**src/rtl/ipv4ih_pkg.sv**
```systemverilog
`timescale 1ns / 1ps

package ipv4ih_pkg;

  // Widths of the configuration registers and the payload fields.
  localparam int unsigned MacW    = 48;
  localparam int unsigned Ipv4W   = 32;
  localparam int unsigned WordW   = 16;
  localparam int unsigned IdxW    = 5;
  localparam int unsigned CfgIdxW = 2;
  localparam int unsigned CfgW    = 48;

  // Configuration register indexes.
  localparam logic [CfgIdxW-1:0] REG_DEST_MAC    = 2'd0;
  localparam logic [CfgIdxW-1:0] REG_SOURCE_MAC  = 2'd1;
  localparam logic [CfgIdxW-1:0] REG_SOURCE_IPV4 = 2'd2;
  localparam logic [CfgIdxW-1:0] REG_DEST_IPV4   = 2'd3;

  // Header layout: word positions within the 34-byte header.
  localparam logic [IdxW-1:0] W_DMAC_HI  = 5'd0;
  localparam logic [IdxW-1:0] W_DMAC_MID = 5'd1;
  localparam logic [IdxW-1:0] W_DMAC_LO  = 5'd2;
  localparam logic [IdxW-1:0] W_SMAC_HI  = 5'd3;
  localparam logic [IdxW-1:0] W_SMAC_MID = 5'd4;
  localparam logic [IdxW-1:0] W_SMAC_LO  = 5'd5;
  localparam logic [IdxW-1:0] W_ETYPE    = 5'd6;
  localparam logic [IdxW-1:0] W_VER_IHL  = 5'd7;
  localparam logic [IdxW-1:0] W_TOT_LEN  = 5'd8;
  localparam logic [IdxW-1:0] W_IDENT    = 5'd9;
  localparam logic [IdxW-1:0] W_FLAGS    = 5'd10;
  localparam logic [IdxW-1:0] W_TTL_PROT = 5'd11;
  localparam logic [IdxW-1:0] W_CSUM     = 5'd12;
  localparam logic [IdxW-1:0] W_SIP_HI   = 5'd13;
  localparam logic [IdxW-1:0] W_SIP_LO   = 5'd14;
  localparam logic [IdxW-1:0] W_DIP_HI   = 5'd15;
  localparam logic [IdxW-1:0] W_DIP_LO   = 5'd16;
  localparam logic [IdxW-1:0] W_LAST     = W_DIP_LO;

  // Fixed header words.
  localparam logic [WordW-1:0] ETHERTYPE_IPV4 = 16'h0800;
  localparam logic [WordW-1:0] IPV4_VER_IHL   = 16'h4500;
  localparam logic [WordW-1:0] FLAG_DONT_FRAG = 16'h4000;
  localparam logic [WordW-1:0] TTL_PROTO      = 16'h8001;
  localparam logic [WordW-1:0] IPV4_HDR_BYTES = 16'd20;

endpackage

```
**src/rtl/ipv4_icmp_header_builder.sv**
```systemverilog
`timescale 1ns / 1ps

// Ethernet II plus IPv4 header generator for ICMP frames. Each input beat
// carries the ICMP message length; the block answers with seventeen output
// beats, the 34-byte header as big-endian 16-bit words numbered 0 to 16, with
// last_word_o set on word 16. The header carries the configured MAC and IPv4
// addresses, ethertype 0x0800, version 4 / IHL 5, TOS 0, a total length of
// (20 + payload length) modulo 2^16, an identification that starts at 0 after
// reset and steps by one per frame with wrap, the don't-fragment flag, TTL
// 128, protocol 1 and the ones'-complement header checksum. Words leave
// through a single output word register; without stalls frames follow each
// other with no gap, since the next request is taken in the cycle the last
// word of the current frame moves into the output register. The
// configuration registers may only be written while no frame is in progress.
module ipv4_icmp_header_builder
  import ipv4ih_pkg::*;
(
  input  logic               clk_i,
  input  logic               rst_ni,
  // Configuration write port.
  input  logic               cfg_we_i,
  input  logic [CfgIdxW-1:0] cfg_idx_i,
  input  logic [CfgW-1:0]    cfg_wdata_i,
  // Request channel.
  input  logic               in_valid_i,
  output logic               in_stall_o,
  input  logic [WordW-1:0]   payload_length_i,
  // Header word channel.
  output logic               out_valid_o,
  input  logic               out_stall_i,
  output logic [WordW-1:0]   header_word_o,
  output logic [IdxW-1:0]    word_index_o,
  output logic               last_word_o
);

  // Configuration registers.
  logic [MacW-1:0]  dest_mac_q, source_mac_q;
  logic [Ipv4W-1:0] source_ipv4_q, dest_ipv4_q;

  always_ff @(posedge clk_i or negedge rst_ni) begin
    if (!rst_ni) begin
      dest_mac_q    <= '0;
      source_mac_q  <= '0;
      source_ipv4_q <= '0;
      dest_ipv4_q   <= '0;
    end else if (cfg_we_i) begin
      case (cfg_idx_i)
        REG_DEST_MAC:    dest_mac_q    <= cfg_wdata_i[MacW-1:0];
        REG_SOURCE_MAC:  source_mac_q  <= cfg_wdata_i[MacW-1:0];
        REG_SOURCE_IPV4: source_ipv4_q <= cfg_wdata_i[Ipv4W-1:0];
        REG_DEST_IPV4:   dest_ipv4_q   <= cfg_wdata_i[Ipv4W-1:0];
        default: ;
      endcase
    end
  end

  // Frame register: the request being sent, with its own identification and
  // the position of the next word to load into the output register.
  logic              frame_valid_q;
  logic [IdxW-1:0]   cnt_q;
  logic [WordW-1:0]  tot_len_q;
  logic [WordW-1:0]  ident_q;
  logic [WordW-1:0]  ident_ctr_q;
  logic [WordW-1:0]  csum_q;

  logic              out_valid_q;
  logic [WordW-1:0]  word_q;
  logic [IdxW-1:0]   idx_q;
  logic              last_q;

  logic in_accept;
  logic advance;
  logic frame_done;

  // A word moves forward whenever the output register is empty or its beat
  // is taken in this cycle. The frame slot frees when its last word moves.
  assign advance    = frame_valid_q && (!out_valid_q || !out_stall_i);
  assign frame_done = advance && (cnt_q == W_LAST);
  assign in_stall_o = frame_valid_q && !frame_done;
  assign in_accept  = in_valid_i && !in_stall_o;

  always_ff @(posedge clk_i or negedge rst_ni) begin
    if (!rst_ni) begin
      frame_valid_q <= 1'b0;
      cnt_q         <= '0;
      ident_ctr_q   <= '0;
    end else begin
      if (in_accept) begin
        frame_valid_q <= 1'b1;
        cnt_q         <= '0;
        ident_ctr_q   <= ident_ctr_q + 16'd1;
      end else if (frame_done) begin
        frame_valid_q <= 1'b0;
      end else if (advance) begin
        cnt_q <= cnt_q + 5'd1;
      end
    end
  end

  always_ff @(posedge clk_i) begin
    if (in_accept) begin
      tot_len_q <= payload_length_i + IPV4_HDR_BYTES;
      ident_q   <= ident_ctr_q;
    end
  end

  // Header checksum. It is computed after the request is captured and is
  // needed no earlier than word 12, so it gets a register of its own.
  // Nine 16-bit terms fit in 20 bits; two end-around folds bring the sum back
  // to 16 bits before the inversion.
  logic [19:0]      csum_sum;
  logic [16:0]      csum_fold1;
  logic [16:0]      csum_fold2;
  logic [WordW-1:0] csum_d;

  always_comb begin
    csum_sum = {4'd0, IPV4_VER_IHL} + {4'd0, tot_len_q} + {4'd0, ident_q}
             + {4'd0, FLAG_DONT_FRAG} + {4'd0, TTL_PROTO}
             + {4'd0, source_ipv4_q[31:16]} + {4'd0, source_ipv4_q[15:0]}
             + {4'd0, dest_ipv4_q[31:16]} + {4'd0, dest_ipv4_q[15:0]};
    csum_fold1 = {13'd0, csum_sum[19:16]} + {1'b0, csum_sum[15:0]};
    csum_fold2 = {16'd0, csum_fold1[16]} + {1'b0, csum_fold1[15:0]};
    csum_d     = ~csum_fold2[15:0];
  end

  always_ff @(posedge clk_i) begin
    csum_q <= csum_d;
  end

  // Word select for the current position.
  logic [WordW-1:0] word_d;

  always_comb begin
    case (cnt_q)
      W_DMAC_HI:  word_d = dest_mac_q[47:32];
      W_DMAC_MID: word_d = dest_mac_q[31:16];
      W_DMAC_LO:  word_d = dest_mac_q[15:0];
      W_SMAC_HI:  word_d = source_mac_q[47:32];
      W_SMAC_MID: word_d = source_mac_q[31:16];
      W_SMAC_LO:  word_d = source_mac_q[15:0];
      W_ETYPE:    word_d = ETHERTYPE_IPV4;
      W_VER_IHL:  word_d = IPV4_VER_IHL;
      W_TOT_LEN:  word_d = tot_len_q;
      W_IDENT:    word_d = ident_q;
      W_FLAGS:    word_d = FLAG_DONT_FRAG;
      W_TTL_PROT: word_d = TTL_PROTO;
      W_CSUM:     word_d = csum_q;
      W_SIP_HI:   word_d = source_ipv4_q[31:16];
      W_SIP_LO:   word_d = source_ipv4_q[15:0];
      W_DIP_HI:   word_d = dest_ipv4_q[31:16];
      W_DIP_LO:   word_d = dest_ipv4_q[15:0];
      default:    word_d = '0;
    endcase
  end

  // Output register: holds one beat until it is taken.
  always_ff @(posedge clk_i or negedge rst_ni) begin
    if (!rst_ni) begin
      out_valid_q <= 1'b0;
    end else if (advance) begin
      out_valid_q <= 1'b1;
    end else if (!out_stall_i) begin
      out_valid_q <= 1'b0;
    end
  end

  always_ff @(posedge clk_i) begin
    if (advance) begin
      word_q <= word_d;
      idx_q  <= cnt_q;
      last_q <= (cnt_q == W_LAST);
    end
  end

  assign out_valid_o   = out_valid_q;
  assign header_word_o = word_q;
  assign word_index_o  = idx_q;
  assign last_word_o   = last_q;

  // The word position never runs past the last header word.
  assert property (@(posedge clk_i) disable iff (!rst_ni)
    frame_valid_q |-> (cnt_q <= W_LAST))
    else $error("word position past end of header");

  // A captured request starts at word 0 and takes the next identification.
  assert property (@(posedge clk_i) disable iff (!rst_ni)
    in_accept |=> frame_valid_q && (cnt_q == '0)
                  && (ident_ctr_q == $past(ident_ctr_q) + 16'd1))
    else $error("request capture went wrong");

  // While the output side is stalled, the frame does not move forward.
  assert property (@(posedge clk_i) disable iff (!rst_ni)
    (frame_valid_q && out_valid_q && out_stall_i) |=> $stable(cnt_q))
    else $error("word position moved during stall");

  // The last-word flag marks exactly word 16.
  assert property (@(posedge clk_i) disable iff (!rst_ni)
    out_valid_o |-> (last_word_o == (word_index_o == W_LAST)))
    else $error("last-word flag does not match word position");

  // A request is never taken while a frame still has words to send.
  assert property (@(posedge clk_i) disable iff (!rst_ni)
    (frame_valid_q && (cnt_q != W_LAST)) |-> in_stall_o)
    else $error("request taken in the middle of a frame");

endmodule
```
**config.mk**
```make
export PLATFORM = sky130hd
export DESIGN_NAME = ipv4_icmp_header_builder
export DESIGN_NICKNAME = d
export VERILOG_FILES = /design/src/rtl/ipv4ih_pkg.sv /design/src/rtl/ipv4_icmp_header_builder.sv
export SDC_FILE = /design/constraint.sdc
export NUM_CORES = 1
export LEC_CHECK = 0
export BUFFER_PORTS_ARGS = -buffer_cell sky130_fd_sc_hd__buf_2
export CORE_UTILIZATION = 61
export CTS_CLUSTER_DIAMETER = 80
export DETAILED_ROUTE_END_ITERATION = 10
export GPL_TIMING_DRIVEN = 0
export PLACE_DENSITY = 0.8
export SYNTH_ARGS = -nofsm -noshare
export SYNTH_HDL_FRONTEND = slang
export SYNTH_SLANG_ARGS = --single-unit
```
**constraint.sdc**
```tcl
create_clock -name clk_i -period 9.6 [get_ports clk_i]
set_clock_uncertainty 0.2 [all_clocks]
set_input_delay 0.48 -clock clk_i [delete_from_list [all_inputs] [get_ports clk_i]]
set_output_delay 0.48 -clock clk_i [all_outputs]
set_load 0.005 [all_outputs]
```
==> Word level (Yosys, flattened, before mapping) <==
Cells that the tools add are included.
{ "word_totals": {"word_cells": 75, "latchBits": 0, "inputBits": 71, "mem_bits_rw": 0, "out_inout_bits": 24, "ff_bits": 253, "rom_bits": 0, "n_memories": 0} }
{ "op_classes": {"n_eq_ne": 21, "n_addsub": 13, "magnitude_cmp": 0, "shift": 0, "muxes": 8, "bitwise_logic": 1, "n_div": 0, "n_reduce_logical": 18, "mul": 0} }
{ "op_table": {"columns": ["op", "count"], "rows": [
  ["case mux 16 bit (17 select lines)", 1],
  ["adder 20 x 16 -> 20 bit", 4],
  ["== test 5 x 4 -> 1 bit, second input constant", 8],
  ["adder 19 x 16 -> 20 bit, second input constant", 1],
  ["== test 5 x 3 -> 1 bit, second input constant", 4],
  ["adder 18 x 15 -> 19 bit, second input constant", 1],
  ["adder 17 x 16 -> 18 bit", 1],
  ["adder 15 x 16 -> 17 bit, first input constant", 1],
  ["adder 4 x 16 -> 17 bit", 1],
  ["adder 1 x 16 -> 16 bit", 1],
  ["adder 16 x 1 -> 16 bit, second input constant", 1],
  ["adder 16 x 5 -> 16 bit, second input constant", 1],
  ["inverter 16 bit", 1],
  ["two-way mux 5 bit", 3],
  ["== test 5 x 2 -> 1 bit, second input constant", 2],
  ["AND reduction 2 bit", 5],
  ["adder 5 x 1 -> 5 bit, second input constant", 1],
  ["== test 5 x 1 -> 1 bit, second input constant", 1],
  ["== test 5 bit, second input constant", 1],
  ["logical NOT 5 bit", 1],
  ["== test 2 bit, second input constant", 2],
  ["logical AND 1 bit", 4],
  ["logical NOT 1 bit", 4],
  ["two-way mux 1 bit", 4],
  ["6 further kinds", 7]
]} }

==> Logic depth before layout (Yosys ltp) <==
{ "logic_depth": {"ltp_word": 11, "mapped_depth": 34, "depth_no_buf": 34} }

==> Worst setup path before layout <==
Ideal clock, no wire load.
{ "synth_path": {"kind": "reg-to-reg", "start": "reg source_ipv4_q[4]", "end": "reg csum_q[14]", "path_stages_with_launch": 35, "n_path_buf": 0, "setup_time_ns": 0.122, "synth_period_minus_slack_ns": 7.863, "setup_slack_ns": 1.737, "t_arrival_ns": 7.541, "t_required_ns": 9.278, "cell_sequence": "dfrtp_1 -> inv_1 -> fa_1 -> inv_1 -> fa_1 -> inv_1 -> fa_1 -> inv_1 -> ha_1 -> ha_1 -> o21a_1 -> o2bb2ai_2 -> o211ai_1 -> a211oi_1 -> o21bai_1 -> a21oi_1 -> xnor2_1 -> ha_1 -> inv_1 -> fa_1 -> nand2b_1 -> a21oi_1 -> nand4_1 -> nor2_1 -> and4_1 -> and3_1 -> nor3b_1 -> ha_1 -> ha_1 -> nand3_1 -> nor3b_1 -> nand4_1 -> a2111oi_0 -> o21ai_0 -> xnor2_1"} }
{ "synth_via": {"elab_chain_len": 6} }
{ "synth_rtl": {"columns": ["element", "line_no", "rtl"], "rows": [
  ["start, declared", "ipv4_icmp_header_builder.sv:38", "logic [Ipv4W-1:0] source_ipv4_q, dest_ipv4_q;"],
  ["start signal, assigned", "ipv4_icmp_header_builder.sv:50", "REG_SOURCE_IPV4: source_ipv4_q <= cfg_wdata_i[Ipv4W-1:0];"],
  ["adder 20 x 16 -> 20 bit", "ipv4_icmp_header_builder.sv:119", "+ {4'd0, source_ipv4_q[31:16]} + {4'd0, source_ipv4_q[15:0]}"],
  ["adder 20 x 16 -> 20 bit (2 in a row)", "ipv4_icmp_header_builder.sv:120", "+ {4'd0, dest_ipv4_q[31:16]} + {4'd0, dest_ipv4_q[15:0]};"],
  ["adder 4 x 16 -> 17 bit", "ipv4_icmp_header_builder.sv:121", "csum_fold1 = {13'd0, csum_sum[19:16]} + {1'b0, csum_sum[15:0]};"],
  ["adder 1 x 16 -> 16 bit", "ipv4_icmp_header_builder.sv:122", "csum_fold2 = {16'd0, csum_fold1[16]} + {1'b0, csum_fold1[15:0]};"],
  ["inverter 16 bit", "ipv4_icmp_header_builder.sv:123", "csum_d = ~csum_fold2[15:0];"],
  ["net csum_d[14]", "ipv4_icmp_header_builder.sv:114", "logic [WordW-1:0] csum_d;"],
  ["end signal, assigned", "ipv4_icmp_header_builder.sv:127", "csum_q <= csum_d;"],
  ["end, declared", "ipv4_icmp_header_builder.sv:64", "logic [WordW-1:0] csum_q;"]
]} }
The timed path passes the listed nets, and every way through them passes these cells.
A chain may end at the register's enable or synchronous reset.

==> Worst setup path after layout <==
{ "layout_path": {"start": "reg source_ipv4_q[7]", "end": "reg csum_q[14]"} }
The elaborated chain is that of the path after synthesis.

==> results.yml <==
status:
  status: "finished, violations left"
  violations: "design-rule violations"
floorplanning:
  die_area_um2: 23130
  num_rows: 54
  die_y_um: 152.1
  floorplan.initialDensity_pct: 62.58
  die_x_um: 152.1
  core-area_um2: 21960
  top_level_ports: 95
worst_hold_path:
  min_path_type: "in2reg"
critical_path:
  max_stage_delay_ns: 0.54
  worstReg2RegEnd: "csum_q[14]"
  regToRegStartpoint: "source_ipv4_q[7]"
  r2r_cells: 34
  cp.arrival_ns: 9.09
  crit_type: "reg2reg"
  cp_slowest_cell: "fa_1"
  critPathCapture: "csum_q[14]"
  r2r_setup_slack_ns: 0.74
  critPathLaunch: "source_ipv4_q[7]"
  cp_max_fo: 7
  worst_setup_path_end_kind: "flip-flop"
  critical_path_required_ns: 9.82
  critical_path.startpoint_type: "flip-flop"
synthesis:
  synth_cell_type_count: 64
  syn_area_per_cell_um2: 12.21
  async_flop_share_pct: 72.33
  ys.flop_type: "dfrtp_1"
  syn_area_um2: 13740
  synth-seq-area-share_pct: 47.46
  ys_warn_count: 0
  synth_nets: 1308
  ys_ff_latch: 253
  syn_inst: 1125
  synth-edff-count: 54
final_layout:
  n_antenna_cell: 0
  fillCellCount: 1503
  final_cell_mix: "dfrtp_1 (183), inv_1 (162), mux2_2 (161)"
  layout.nets: 1448
  final_common_cell: "dfrtp_1"
  layout-drive-gt1-share_pct: 25.29
  syn2layout_area_growth_pct: 13.62
flow_run:
  maxCapViolations: 0
clock_tree:
  clk_pin_slew_ns: 0.07
  cts_max_level: 1
  clock_sinks: 253
  root_buffer: "clkbuf_16"
  cts.path.max_buffers: 3
  cts-buffers-inserted: 27
  cts_tree: "built"
  insertion_delay_ns: 0.54
  cts_setup_buffers: 0
drt:
  drtAntennaViolNets: 0
  route.vias.total: 9767
  drt_iter0_markers: 862
  drt-total-wl_mm: 38.51
  wl_per_cell_um: 24.60
  first_pass_iters: 8
  drcViolationCount: 11
  via_per_inst: 6.241
timing:
  fin_crit_ns: 8.861
  drv_slew: 0
  maxSlewHeadroom_pct: 8.451
  max_freq_ghz: 0.1129
  rsz0062_at_grt: "no"
  fin_setup_tns_ns: 0
  period_share_pct: 92.30
  setup_viol: 0
  worstMarginPinSlew_ns: 1.363
  finalHoldViolations: 0
global_route:
  grt_pass1_vias: 10140
  grt_pass1_wl_mm: 59.10
  antenna_found_initial: 0
  grt_max_degree: 114
  overflow: 0
  grtUsageTotal_pct: 34.61
placement:
  io_buffers: 94
  place_congestion: 0.9053
  dp_hpwl_mm: 26.79
-- area by class of cell --
class                      count  area, µm²  area share, %
sequential                   253       6521          41.77
multi-input combinational    677       6515          41.73
clock buffer                  38      757.0          4.849
timing repair buffer         111      678.2          4.344
inverter                     162      608.1          3.895
tap                          280      350.3          2.244
buffer                        33      125.1         0.8014
clock inverter                11      57.56         0.3686
-- state kept, by name (all words and copies together), names as in the netlist, 16 cells and up --
register / count
csum_q: 16
source_mac_q: 48
dest_ipv4_q: 32
ident_ctr_q: 16
ident_q: 16
dest_mac_q: 48
tot_len_q: 16
source_ipv4_q: 32
header_word_o: 16
-- cells by family (layout without fill, tap and decap cells) --
| logic type | Yosys count | count (layout) | synth area share [%] |
|---|---|---|---|
| and+or+nand+nor | 173 | 173 | 6.729 |
| adders and majority gates | 112 | 112 | 13.64 |
| muxes | 162 | 162 | 13.27 |
| xor gates and xnor gates | 65 | 65 | 4.252 |
| AOI/OAI and AO/OA | 165 | 165 | 9.324 |
| buffers and inverters | 195 | 355 | 5.327 |
| DFF | 253 | 253 | 47.46 |
-- routing by layer --
layer | track usage (%) | part of all wire [%] | up-vias
met4 | 17.10 | 5.6 | 0
li1 | - | - | 4260
met3 | 8.015 | 9.2 | 128
met1 | 44.91 | 39 | 4897
met2 | 55.20 | 46 | 482
met5 | 0 | 0 | -
-- critical path, delay by kind of cell, from the launching register on --
kind | cells | cell delay [ns]
XOR/XNOR | 2 | 0.32
flip-flops | 1 | 0.40
AO/OA/AOI/OAI | 9 | 2.19
adder cells (fa/ha/maj) | 9 | 3.31
AND/OR/NAND/NOR | 9 | 2.02
buffers and inverters | 5 | 0.32
-- worst min path at each step --
stage                     slack [ns]  depth (start not counted)       startpoint               end
final                           0.01                          2  cfg_wdata_i[32]  source_mac_q[32]
after global routing           0.007                          2  cfg_wdata_i[32]  source_mac_q[32]
after CTS                      0.004                          2  cfg_wdata_i[32]  source_mac_q[32]
after detailed placement        0.23                          0  ident_ctr_q[14]       ident_q[14]
after global placement          0.23                          0  ident_ctr_q[14]       ident_q[14]
after floorplan                -0.02                          0           rst_ni          cnt_q[0]
-- through the flow --
step | hold slack (ns) | utilization, % | setup slack [ns] | cells | cell area, µm²
after floorplan | -0.01559 | - | 1.737 | 1125 | 13740
after global placement | 0.2273 | 66.31 | 0.5971 | 1499 | 14560
after detailed placement | 0.2312 | 66.66 | 0.5651 | 1501 | 14640
after CTS | 0.004243 | 71.05 | 0.4962 | 1565 | 15600
after global routing | 0.006924 | 71.10 | 0.04774 | 1565 | 15610
final | 0.01323 | 71.10 | 0.7392 | 1565 | 15610
-- cells in the mapped netlist (12+ instances only) --
library cell  instances  area (µm²)
a22oi_1              40       300.3
and3_1               12       75.07
edfxtp_1             54        1622
nand2_1              38       142.6
mux2_2              161        1813
o21ai_0              18       90.09
xnor2_1              46       402.9
fa_1                 63        1261
a222oi_1             17       170.2
a221oi_1             27       236.5
nor2_1               35       131.4
inv_1               162       608.1
nand4_1              17       106.4
ha_1                 49       613.1
clkbuf_1             27       101.4
dfrtp_1             183        4579
a22o_1               12       105.1
a21oi_1              13       65.06
xor2_1               17       148.9
nand3_1              24       120.1
dfxtp_1              16       320.3
-- timing repair --
item | in CTS | in global routing
hold buffers | 15 | 0
endpoints found under the setup margin | 0 | 3
resized for setup | 0 | 3
hold endpoints to repair | 91 | 0
Power is left out: the tool's default activity adds up to more than one toggle a clock period on the data nets, which glitch-free logic cannot reach.
